===== src/sv/tws_pkg.sv =====
// Shared types and constants for the two-wire serial master.
// Used by tws_cfg, tws_core and two_wire_serial_master.
package tws_pkg;

    localparam int FRAME_BYTES = 16;
    localparam int REPLY_BYTES = 6;
    localparam int TICK_W      = 16;
    localparam int CNT_W       = 5;
    localparam int IDX_W       = $clog2(FRAME_BYTES);

    localparam logic [CNT_W-1:0] FRAME_BYTES_C = CNT_W'(FRAME_BYTES);
    localparam logic [CNT_W-1:0] REPLY_BYTES_C = CNT_W'(REPLY_BYTES);

    localparam logic [1:0] REG_HALF_BIT   = 2'd0;
    localparam logic [1:0] REG_START      = 2'd1;
    localparam logic [1:0] REG_TURNAROUND = 2'd2;

    localparam logic [TICK_W-1:0] HALF_BIT_RESET   = 16'd5;
    localparam logic [TICK_W-1:0] START_RESET      = 16'd100;
    localparam logic [TICK_W-1:0] TURNAROUND_RESET = 16'd10;

    typedef enum logic [1:0] {
        OP_TICK  = 2'd0,
        OP_LOAD  = 2'd1,
        OP_START = 2'd2
    } op_t;

    typedef enum logic [2:0] {
        PH_IDLE  = 3'd0,
        PH_START = 3'd1,
        PH_SEND  = 3'd2,
        PH_TURN  = 3'd3,
        PH_RECV  = 3'd4
    } phase_t;

    typedef struct packed {
        logic [TICK_W-1:0] half_bit_ticks;
        logic [TICK_W-1:0] start_ticks;
        logic [TICK_W-1:0] turnaround_ticks;
    } cfg_t;

    typedef struct packed {
        op_t              operation;
        logic [IDX_W-1:0] byte_index;
        logic [7:0]       byte_value;
        logic [CNT_W-1:0] send_count;
        logic [CNT_W-1:0] receive_count;
        logic             dat_in;
    } item_t;

    typedef struct packed {
        logic             clk_level;
        logic             dat_drive_low;
        logic             busy_res;
        logic             rx_valid;
        logic [IDX_W-1:0] rx_index;
        logic [7:0]       rx_byte;
        logic             rx_last;
        logic             length_error;
        logic             done_res;
    } result_t;

endpackage


===== src/sv/tws_cfg.sv =====
// Timing register file of the two-wire serial master.
// Depends on tws_pkg.
module tws_cfg
    import tws_pkg::*;
(
    input  logic              aclk,
    input  logic              aresetn,
    input  logic              cfg_we,
    input  logic [1:0]        cfg_index,
    input  logic [TICK_W-1:0] cfg_wdata,
    output cfg_t              cfg
);

    logic [TICK_W-1:0] half_bit_reg;
    logic [TICK_W-1:0] start_reg;
    logic [TICK_W-1:0] turn_reg;

    always_ff @(posedge aclk) begin
        if (!aresetn) begin
            half_bit_reg <= HALF_BIT_RESET;
            start_reg    <= START_RESET;
            turn_reg     <= TURNAROUND_RESET;
        end else if (cfg_we) begin
            case (cfg_index)
                REG_HALF_BIT:   half_bit_reg <= cfg_wdata;
                REG_START:      start_reg    <= cfg_wdata;
                REG_TURNAROUND: turn_reg     <= cfg_wdata;
                default: ;
            endcase
        end
    end

    assign cfg.half_bit_ticks   = half_bit_reg;
    assign cfg.start_ticks      = start_reg;
    assign cfg.turnaround_ticks = turn_reg;

endmodule


===== src/sv/tws_core.sv =====
// Line sequencer of the two-wire serial master: state, transmit buffer
// and the per-item step logic. Depends on tws_pkg.
module tws_core
    import tws_pkg::*;
(
    input  logic    aclk,
    input  logic    aresetn,
    input  logic    item_en,
    input  item_t   item,
    input  cfg_t    cfg,
    output result_t result
);

    phase_t            phase_reg, phase_next;
    logic [TICK_W-1:0] tick_reg, tick_next;
    logic [CNT_W-1:0]  byte_pos_reg, byte_pos_next;
    logic [2:0]        bit_pos_reg, bit_pos_next;
    logic              bit_half_reg, bit_half_next;
    logic [7:0]        shift_reg, shift_next;
    logic [CNT_W-1:0]  scnt_reg, scnt_next;
    logic [CNT_W-1:0]  rcnt_reg, rcnt_next;
    logic              clk_reg, clk_next;
    logic              dat_low_reg, dat_low_next;
    logic [7:0]        buf_reg [FRAME_BYTES];

    logic              buf_we;
    logic [TICK_W-1:0] seg_raw;
    logic [TICK_W-1:0] seg_len;
    logic [TICK_W:0]   tick_inc;
    logic              seg_hit;
    logic [CNT_W-1:0]  pos_inc;
    logic [CNT_W-1:0]  fb_pos;
    logic [7:0]        fb_val;
    logic [CNT_W-1:0]  rx_lim;
    logic [7:0]        rx_shift;

    always_comb begin
        case (phase_reg)
            PH_START: seg_raw = cfg.start_ticks;
            PH_TURN:  seg_raw = cfg.turnaround_ticks;
            default:  seg_raw = cfg.half_bit_ticks;
        endcase
        seg_len  = (seg_raw == '0) ? TICK_W'(1) : seg_raw;
        tick_inc = {1'b0, tick_reg} + (TICK_W+1)'(1);
        seg_hit  = tick_inc >= {1'b0, seg_len};
        pos_inc  = byte_pos_reg + CNT_W'(1);
        fb_pos   = (phase_reg == PH_START) ? '0 : pos_inc;
        fb_val   = (fb_pos < scnt_reg && fb_pos < FRAME_BYTES_C) ?
                   buf_reg[fb_pos[IDX_W-1:0]] : 8'd0;
        rx_lim   = (rcnt_reg < REPLY_BYTES_C) ? rcnt_reg : REPLY_BYTES_C;
        rx_shift = {shift_reg[6:0], item.dat_in};
    end

    always_comb begin
        phase_next    = phase_reg;
        tick_next     = tick_reg;
        byte_pos_next = byte_pos_reg;
        bit_pos_next  = bit_pos_reg;
        bit_half_next = bit_half_reg;
        shift_next    = shift_reg;
        scnt_next     = scnt_reg;
        rcnt_next     = rcnt_reg;
        clk_next      = clk_reg;
        dat_low_next  = dat_low_reg;
        buf_we        = 1'b0;
        result        = '0;

        case (item.operation)
            OP_LOAD: begin
                buf_we = (phase_reg == PH_IDLE);
            end
            OP_START: begin
                if (phase_reg == PH_IDLE) begin
                    if (item.send_count > FRAME_BYTES_C ||
                        item.receive_count > FRAME_BYTES_C) begin
                        result.length_error = 1'b1;
                    end else begin
                        scnt_next    = item.send_count;
                        rcnt_next    = item.receive_count;
                        phase_next   = PH_START;
                        tick_next    = '0;
                        clk_next     = 1'b0;
                        dat_low_next = 1'b0;
                    end
                end
            end
            OP_TICK: begin
                if (phase_reg != PH_IDLE) begin
                    tick_next = seg_hit ? '0 : tick_inc[TICK_W-1:0];
                end
                case (phase_reg)
                    PH_START: begin
                        if (seg_hit) begin
                            phase_next    = PH_SEND;
                            byte_pos_next = '0;
                            bit_pos_next  = 3'd7;
                            bit_half_next = 1'b0;
                            shift_next    = fb_val;
                            clk_next      = 1'b0;
                            dat_low_next  = ~fb_val[7];
                        end
                    end
                    PH_SEND: begin
                        if (seg_hit) begin
                            if (!bit_half_reg) begin
                                bit_half_next = 1'b1;
                                clk_next      = 1'b1;
                            end else begin
                                bit_half_next = 1'b0;
                                shift_next    = {shift_reg[6:0], 1'b0};
                                if (bit_pos_reg != 3'd0) begin
                                    bit_pos_next = bit_pos_reg - 3'd1;
                                    clk_next     = 1'b0;
                                    dat_low_next = ~shift_reg[6];
                                end else begin
                                    bit_pos_next = 3'd7;
                                    if (pos_inc >= FRAME_BYTES_C) begin
                                        phase_next    = PH_TURN;
                                        byte_pos_next = '0;
                                        clk_next      = 1'b0;
                                        dat_low_next  = 1'b0;
                                    end else begin
                                        byte_pos_next = pos_inc;
                                        shift_next    = fb_val;
                                        clk_next      = 1'b0;
                                        dat_low_next  = ~fb_val[7];
                                    end
                                end
                            end
                        end
                    end
                    PH_TURN: begin
                        if (seg_hit) begin
                            phase_next    = PH_RECV;
                            byte_pos_next = '0;
                            bit_pos_next  = 3'd7;
                            bit_half_next = 1'b0;
                            shift_next    = 8'd0;
                            clk_next      = 1'b1;
                            dat_low_next  = 1'b0;
                        end
                    end
                    PH_RECV: begin
                        if (seg_hit) begin
                            if (!bit_half_reg) begin
                                shift_next    = rx_shift;
                                bit_half_next = 1'b1;
                                clk_next      = 1'b0;
                                if (bit_pos_reg == 3'd0 && byte_pos_reg < rx_lim) begin
                                    result.rx_valid = 1'b1;
                                    result.rx_index = byte_pos_reg[IDX_W-1:0];
                                    result.rx_byte  = rx_shift;
                                    result.rx_last  = (pos_inc == rx_lim);
                                end
                            end else begin
                                bit_half_next = 1'b0;
                                clk_next      = 1'b1;
                                if (bit_pos_reg != 3'd0) begin
                                    bit_pos_next = bit_pos_reg - 3'd1;
                                end else begin
                                    bit_pos_next = 3'd7;
                                    shift_next   = 8'd0;
                                    if (pos_inc >= REPLY_BYTES_C) begin
                                        phase_next      = PH_IDLE;
                                        byte_pos_next   = '0;
                                        result.done_res = 1'b1;
                                    end else begin
                                        byte_pos_next = pos_inc;
                                    end
                                end
                            end
                        end
                    end
                    default: ;
                endcase
            end
            default: ;
        endcase

        result.clk_level     = clk_next;
        result.dat_drive_low = dat_low_next;
        result.busy_res      = (phase_next != PH_IDLE);
    end

    always_ff @(posedge aclk) begin
        if (!aresetn) begin
            phase_reg    <= PH_IDLE;
            tick_reg     <= '0;
            byte_pos_reg <= '0;
            bit_pos_reg  <= 3'd7;
            bit_half_reg <= 1'b0;
            shift_reg    <= 8'd0;
            scnt_reg     <= '0;
            rcnt_reg     <= '0;
            clk_reg      <= 1'b1;
            dat_low_reg  <= 1'b0;
        end else if (item_en) begin
            phase_reg    <= phase_next;
            tick_reg     <= tick_next;
            byte_pos_reg <= byte_pos_next;
            bit_pos_reg  <= bit_pos_next;
            bit_half_reg <= bit_half_next;
            shift_reg    <= shift_next;
            scnt_reg     <= scnt_next;
            rcnt_reg     <= rcnt_next;
            clk_reg      <= clk_next;
            dat_low_reg  <= dat_low_next;
        end
    end

    always_ff @(posedge aclk) begin
        if (!aresetn) begin
            for (int i = 0; i < FRAME_BYTES; i++) begin
                buf_reg[i] <= 8'd0;
            end
        end else if (item_en && buf_we) begin
            buf_reg[item.byte_index] <= item.byte_value;
        end
    end

endmodule


===== src/sv/two_wire_serial_master.sv =====
// Top level of the two-wire serial master: input register, sequencer,
// result register and timing registers. Depends on tws_pkg, tws_cfg, tws_core.
//
//  channel   direction  payload
//  s_*       in         tuser: operation; tdata: index, value, counts, dat_in
//  m_*       out        tdata: line levels, status, received byte; tlast: rx_last
//  cfg_*     in         write of one 16-bit timing register
//
// The sequencer steps each item combinationally; the result register loads
// when the item leaves the input register. One item per cycle is sustained while m_tready is high.
// Reset is synchronous to aclk and active low; it empties both registers.
// A stalled result stays in the output register while one more item waits
// in the input register; s_tready drops only when both are full.
module two_wire_serial_master
    import tws_pkg::*;
(
    input  logic              aclk,
    input  logic              aresetn,
    input  logic              s_tvalid,
    output logic              s_tready,
    input  logic [1:0]        s_tuser,   // operation
    input  logic [23:0]       s_tdata,   // byte_index, byte_value, send_count,
                                         // receive_count, dat_in, pad
    output logic              m_tvalid,
    input  logic              m_tready,
    output logic [23:0]       m_tdata,   // clk_level, dat_drive_low, busy_res,
                                         // rx_valid, rx_index, rx_byte,
                                         // length_error, done_res, pad
    output logic              m_tlast,
    input  logic              cfg_we,
    input  logic [1:0]        cfg_index,
    input  logic [TICK_W-1:0] cfg_wdata
);

    item_t   in_reg;
    logic    in_valid_reg;
    result_t out_reg;
    logic    out_valid_reg;
    result_t step_result;
    cfg_t    cfg;
    item_t   s_item;
    logic    advance;

    assign s_item.operation     = op_t'(s_tuser);
    assign s_item.byte_index    = s_tdata[3:0];
    assign s_item.byte_value    = s_tdata[11:4];
    assign s_item.send_count    = s_tdata[16:12];
    assign s_item.receive_count = s_tdata[21:17];
    assign s_item.dat_in        = s_tdata[22];

    assign advance  = in_valid_reg && (!out_valid_reg || m_tready);
    assign s_tready = !in_valid_reg || advance;

    tws_cfg u_cfg (
        .aclk      (aclk),
        .aresetn   (aresetn),
        .cfg_we    (cfg_we),
        .cfg_index (cfg_index),
        .cfg_wdata (cfg_wdata),
        .cfg       (cfg)
    );

    tws_core u_core (
        .aclk    (aclk),
        .aresetn (aresetn),
        .item_en (advance),
        .item    (in_reg),
        .cfg     (cfg),
        .result  (step_result)
    );

    always_ff @(posedge aclk) begin
        if (!aresetn) begin
            in_valid_reg <= 1'b0;
        end else if (s_tvalid && s_tready) begin
            in_valid_reg <= 1'b1;
        end else if (advance) begin
            in_valid_reg <= 1'b0;
        end
    end

    always_ff @(posedge aclk) begin
        if (s_tvalid && s_tready) begin
            in_reg <= s_item;
        end
    end

    always_ff @(posedge aclk) begin
        if (!aresetn) begin
            out_valid_reg <= 1'b0;
        end else if (advance) begin
            out_valid_reg <= 1'b1;
        end else if (m_tready) begin
            out_valid_reg <= 1'b0;
        end
    end

    always_ff @(posedge aclk) begin
        if (advance) begin
            out_reg <= step_result;
        end
    end

    assign m_tvalid = out_valid_reg;
    assign m_tlast  = out_reg.rx_last;
    assign m_tdata  = {6'd0,
                       out_reg.done_res,
                       out_reg.length_error,
                       out_reg.rx_byte,
                       out_reg.rx_index,
                       out_reg.rx_valid,
                       out_reg.busy_res,
                       out_reg.dat_drive_low,
                       out_reg.clk_level};

endmodule


===== config.mk =====
export PLATFORM = sky130hd
export DESIGN_NAME = two_wire_serial_master
export DESIGN_NICKNAME = d
export VERILOG_FILES = /design/src/sv/tws_pkg.sv /design/src/sv/tws_cfg.sv /design/src/sv/tws_core.sv /design/src/sv/two_wire_serial_master.sv
export SDC_FILE = /design/constraint.sdc
export NUM_CORES = 1
export LEC_CHECK = 0
export BUFFER_PORTS_ARGS = -buffer_cell sky130_fd_sc_hd__buf_2
export CAP_MARGIN = 40
export CORE_ASPECT_RATIO = 0.7
export CORE_MARGIN = 2
export CORE_UTILIZATION = 43
export DETAILED_ROUTE_END_ITERATION = 7
export HOLD_SLACK_MARGIN = 0.02
export PLACE_DENSITY = 0.61
export SYNTH_ARGS = -nofsm -noshare
export SYNTH_HDL_FRONTEND = slang
export SYNTH_SLANG_ARGS = --single-unit

===== constraint.sdc =====
create_clock -name aclk -period 4.3 [get_ports aclk]
set_clock_uncertainty 0.1 [all_clocks]
set_input_delay 0.215 -clock aclk [delete_from_list [all_inputs] [get_ports aclk]]
set_output_delay 0.215 -clock aclk [all_outputs]
set_load 0.02 [all_outputs]

# After elaboration in Yosys (flattened, before gate mapping)
# Memories as Yosys holds them, arrays and structs flattened.
# Index checks and enable logic that the tools add are counted.
op_classes:
  addsub: 3
  n_lt_le_gt_ge: 9
  eq_ne: 24
  mux: 87
  bitwise_logic: 8
  n_reduce_logical: 40
op_table:
  columns: ["cell", "n"]
  rows:
  - ["2-to-1 mux 16 bit", 5]
  - ["case mux 16 bit (2 select lines)", 2]
  - ["2-to-1 mux 7 bit", 9]
  - ["2-to-1 mux 5 bit", 11]
  - ["2-to-1 mux 3 bit", 16]
  - ["2-to-1 mux 1 bit", 30]
  - ["case mux 7 bit (4 select lines)", 1]
  - ["!= test 2 x 1 -> 1 bit (second input constant)", 11]
  - ["adder 16 x 1 -> 17 bit (second input constant)", 1]
  - ["greater-or-equal comparator 17 x 16 -> 1 bit", 1]
  - ["logical NOT 16 bit", 1]
  - ["2-to-1 mux 8 bit", 2]
  - ["case mux 5 bit (3 select lines)", 1]
  - ["2-to-1 mux 14 bit", 1]
  - ["case mux 3 bit (2 select lines)", 2]
  - ["case mux 3 bit (4 select lines)", 1]
  - ["nonzero test 3 bit", 4]
  - ["greater-than comparator 5 bit (second input constant)", 2]
  - ["less-than comparator 5 bit", 2]
  - ["AND reduction 10 bit", 1]
  - ["AND reduction 5 bit", 2]
  - ["OR reduction 5 bit", 2]
  - ["AND reduction 9 bit", 1]
  - ["inverter 1 bit", 8]
  - ["other kinds (31)", 54]
word_totals:
  register_bits: 141
  ram_bits: 128
  input_bits: 49
  output_inout_bits: 27
  memories: 1
memory_table:
  columns: ["name", "words", "word_bits", "rd", "rd_ports_with_merged_regs", "wr", "line_no", "rtl"]
  rows:
  - ["u_core.buf_reg", 16, 8, 1, 0, 16, "tws_core.sv:24", "logic [7:0] buf_reg [FRAME_BYTES];"]

# Longest topological paths before layout
logic_depth:
  depth_word: 12
  ltp_mapped: 20
  mapped_depth_nobuf: 14

# Cells and area by module
# Synthesis repeated with hierarchy kept, for this count alone.
hier_totals:
  cells_unflattened: 1238
  area_unflattened_um2: 13315.3
modules_own_cells:
  columns: ["mod", "n_inst", "cells_each", "area_per_inst_um2", "seq_area_each_um2"]
  rows:
  - ["tws_core", 1, 992, 9943.3, 4784.6]
  - ["tws_cfg", 1, 186, 1898.1, 960.9]
  - ["two_wire_serial_master", 1, 60, 1473.9, 1361.3]

# Least setup slack after synthesis
# No wires, ideal clock.
synth_timing:
  kind: "register to register"
  from: "register u_core.phase_reg[2]"
  to: "register out_reg, in the netlist m_tdata[1], data pin"
  setup_time_ps: 262
  t_arrival_ps: 3442
  slack_ps: 495
  stages_incl_launch_ff: 19
  path_buffers: 4
  period_less_slack_ps: 3805
  cell_sequence: "dfxtp_1 -> buf_2 -> nand2b_1 -> buf_2 -> buf_1 -> nor2_1 -> a21oi_1 -> nand4_1 -> nor4_1 -> a211o_1 -> ha_1 -> nand2b_1 -> a31oi_1 -> o21ai_0 -> a31oi_2 -> and2_0 -> buf_2 -> nor4_1 -> or2_2"
synth_lines:
  columns: ["element", "line_no", "rtl"]
  rows:
  - ["from (decl)", "tws_core.sv:14", "phase_t phase_reg, phase_next;"]
  - ["from (signal assigned)", "tws_core.sv:198", "phase_reg <= phase_next;"]
  - ["to (signal assigned)", "two_wire_serial_master.sv:100", "out_reg <= step_result;"]
  - ["to (decl)", "two_wire_serial_master.sv:37", "result_t out_reg;"]

# Final worst setup path
layout_timing:
  from: "register u_core.phase_reg[1]"
  to: "register u_core.shift_reg[0]"
layout_between:
  elab_chain_cells: 10
layout_lines:
  columns: ["element", "line_no", "rtl"]
  rows:
  - ["parallel branches: the longest is 10 deep, another holds greater-or-equal comparator 17 x 16 -> 1 bit", null, null]
  - ["to (signal assigned)", "tws_core.sv:203", "shift_reg <= shift_next;"]
  - ["to (decl)", "tws_core.sv:19", "logic [7:0] shift_reg, shift_next;"]
# Several ways; the timed one is not identified. The select of a mux whose other input is x is not followed.
# A chain may end at the register's enable or synchronous reset.

==> results.yml <==
clock_tree:
  clk_pin_slew_ns: 0.06
  clk_path_buf_depth: 3
  cts_setup_buffers: 0
  clk_latency_ns: 0.56
  cts.sinks: 269
  cts_made_buffers: 29
  htreeDepth: 1
  cts-root-buf: "clkbuf_16"
  tritoncts: "yes"
sta:
  setup_violations: 0
  fin_crit_sh_pct: 91.8
  fmax_mhz: 253
  max_slew_margin_pct: 47.5
  finalMaxSlewViolations: 0
  hold_viol: 0
  setup_tns_ns: 0
  hold_slack_ns: 0.0628
  rsz0062_at_grt: "no"
  period_needed_ns: 3.95
  max_slew.worst_pin.slew_ns: 0.784
critical_path:
  crit_fanout: 29
  critPathMaxStageDelay_ns: 0.36
  crit_required_ns: 4.65
  crit_chain: "buf_12 -> mux2i_1 -> nor2_1 -> a21oi_1 -> nand4_1 -> nor4_1 -> a211o_1 -> ha_1 -> nand2b_1 -> a31oi_1 -> o21ai_0 -> a31oi_2 -> buf_4 -> nand2_2 -> and2_0 -> o221a_2"
  critPathLaunchType: "flop"
  end_kind: "flop"
  arrival_ns: 4.30
  critPathKind: "reg -> reg"
  reg2regPathDepth: 16
  slowest_stage: "a21oi_1"
route:
  routedWlPerCell_um: 19.1
  drt-vias-per-instance: 5.50
  routed_wl_um: 34700
  vias: 9983
  drtAntennaViolNets: 0
  first_pass_iters: 6
  remaining_drc_errors: 0
  drt_iter0_markers: 1024
die:
  coreArea_um2: 30000
  die_y_um: 150
  start_util_pct: 43.7
  die_area_um2: 31900
  die_x_um: 213
  ioPinCount: 76
  rows: 53
global_routing:
  grt_pass1_wl_um: 53200
  grt.overflow.total: 0
  grt_max_degree: 58
  track_usage_pct: 22.0
  grt_antenna_before_repair: 0
  grt_pass1_vias: 9266
yosys:
  synthDominantCellAreaShare_pct: 39.4
  synth_common_cells: "nand2_1, edfxtp_1, and2_1"
  synth.avg_cell_area_um2: 10.4
  ys_seq_area_share_pct: 54.2
  synthTopCellsByArea: "edfxtp_1, dfxtp_1, and2_1, nand2_1, a21oi_1"
  synth_warnings: 0
  synth.most_common_cell: "nand2_1"
  async_flop_share_pct: 0
  synth_flop_cell: "edfxtp_1"
  ys_ff_latch: 269
  synth_edf_count: 172
  syn_inst: 1259
  ys_types: 82
  syn_area_um2: 13100
  yosysTopAreaCell: "edfxtp_1"
placement:
  io_buffers: 68
  gp_congestion: 0.885
  dp_hpwl_um: 23500
  dp.cells: 1713
final_layout:
  final_nets: 1458
  final_layout_size_suffix_gt1_share_pct: 14.5
  finalNonFillerCells: 1815
  synthToLayoutAreaGrowth_pct: 17.7
  largest_reg_flops: 128
power_and_ir_drop:
  power_switching_mw: 1.26
  p_sw_share_pct: 22.3
  comb_power_share_pct: 5.4
  ir_drop_mv: 0.304
  seqPwrFrac_pct: 51.0
  p_per_area_nw_per_um2: 366
  p_int_mw: 4.39
  power_frac_clock_pct: 43.5
  leakage_nw: 5.68
run_status:
  status: "completed"
hold_path:
  min_path_type: "in -> reg"
  whs_path_depth: 4
job:
  drv_cap: 0
-- worst max-delay path, delay by kind of cell, from the launching register on --
kind	cells	cell delay, ns
AOI/OAI and AO/OA	6	1.30
adders and majority gates	1	0.22
buffers and inverters	2	0.43
DFF	1	0.35
muxes	1	0.23
and+or+nand+nor	6	1.17
-- kinds of logic (layout without fill, tap and decap cells) --
logic type      after synthesis  after routing  synth area share (%)
fa+ha+maj                    29             29                  2.77
simple gates                539            539                  20.9
mux                          58             58                  5.36
buf+inv                      97            234                  3.34
xor+xnor                     23             23                  1.59
other cells                   2              9                0.0573
flops                       269            269                  54.2
compound gates              242            242                  11.8
-- cell type report --
class	count	area, um2
Fill cell	2710	14500
Sequential cell	269	7110
Multi-Input combinational cell	899	5600
Timing Repair Buffer	162	1190
Clock buffer	46	872
Tap cell	412	515
Inverter	19	71.3
Clock inverter	7	62.6
Antenna cell	1	2.50
-- what timing repair did --
item                                   4_1_cts  5_1_grt
setup endpoints to repair                    0        0
resized for setup                            0        0
hold buffers                                48        0
endpoints found under the hold margin       75        0
-- final timing paths --
check                      startpoint                      to  slack (ns)
hold / removal                 cfg_we  u_cfg.half_bit_reg[11]        0.06
setup / recovery  u_core.phase_reg[1]     u_core.shift_reg[0]        0.35
setup reg to reg  u_core.phase_reg[1]     u_core.shift_reg[0]        0.35
hold reg to reg   u_cfg.start_reg[12]     u_cfg.start_reg[12]        0.35
-- routing by layer --
metal	vias up	part of all wire [%]	routed length [um]	track usage (%)
met4	0	1.6	558	4.41
met1	4794	49	16900	34.2
met2	383	40	14100	30.5
met5	-	0	0	0
li1	4761	-	-	-
met3	45	9.3	3230	5.50
-- cells in the final DEF (no fill, tap or decap), types with 6 or more instances in the layout --
| master | count |
|---|---|
| a311oi_1 | 7 |
| buf_2 | 68 |
| dlygate4sd3_1 | 48 |
| nand4_1 | 9 |
| nand3_1 | 44 |
| mux2i_1 | 42 |
| inv_1 | 15 |
| conb_1 | 8 |
| nor2b_1 | 7 |
| clkbuf_1 | 11 |
| o21ai_0 | 47 |
| ha_1 | 29 |
| xor2_1 | 8 |
| a31oi_1 | 6 |
| buf_4 | 43 |
| nor4_1 | 6 |
| a211oi_1 | 17 |
| xnor2_1 | 14 |
| mux2_2 | 7 |
| or3_1 | 7 |
| nand2_1 | 177 |
| nor2_1 | 84 |
| a21oi_1 | 103 |
| mux4_2 | 9 |
| nor3_1 | 10 |
| nor3_2 | 6 |
| and2_1 | 141 |
| clkbuf_16 | 31 |
| nand2b_1 | 13 |
| o22ai_1 | 7 |
| edfxtp_1 | 172 |
| dfxtp_1 | 97 |
-- metrics by stage --
stage | power (mW) | area [um2] | utilization (%) | setup slack, ns
after global placement | 3.20 | 14000 | 46.7 | 0.454
after detailed placement | 3.20 | 14000 | 46.7 | 0.396
after global routing | 5.83 | 15400 | 51.5 | 0.000675
final | 5.65 | 15400 | 51.5 | 0.351
after floorplan | 3.08 | 13100 | - | 0.495
after CTS | 5.68 | 15400 | 51.5 | 0.376
-- power groups by stage --
stage / combinational (mW) / sequential [mW] / clock (mW)
floorplan: 0.163 / 2.91 / 0
global placement: 0.262 / 2.93 / 0
detailed placement: 0.267 / 2.94 / 0
CTS: 0.301 / 2.88 / 2.50
global route: 0.333 / 2.89 / 2.61
finish: 0.306 / 2.88 / 2.46
(Power assumes the default switching activity.)
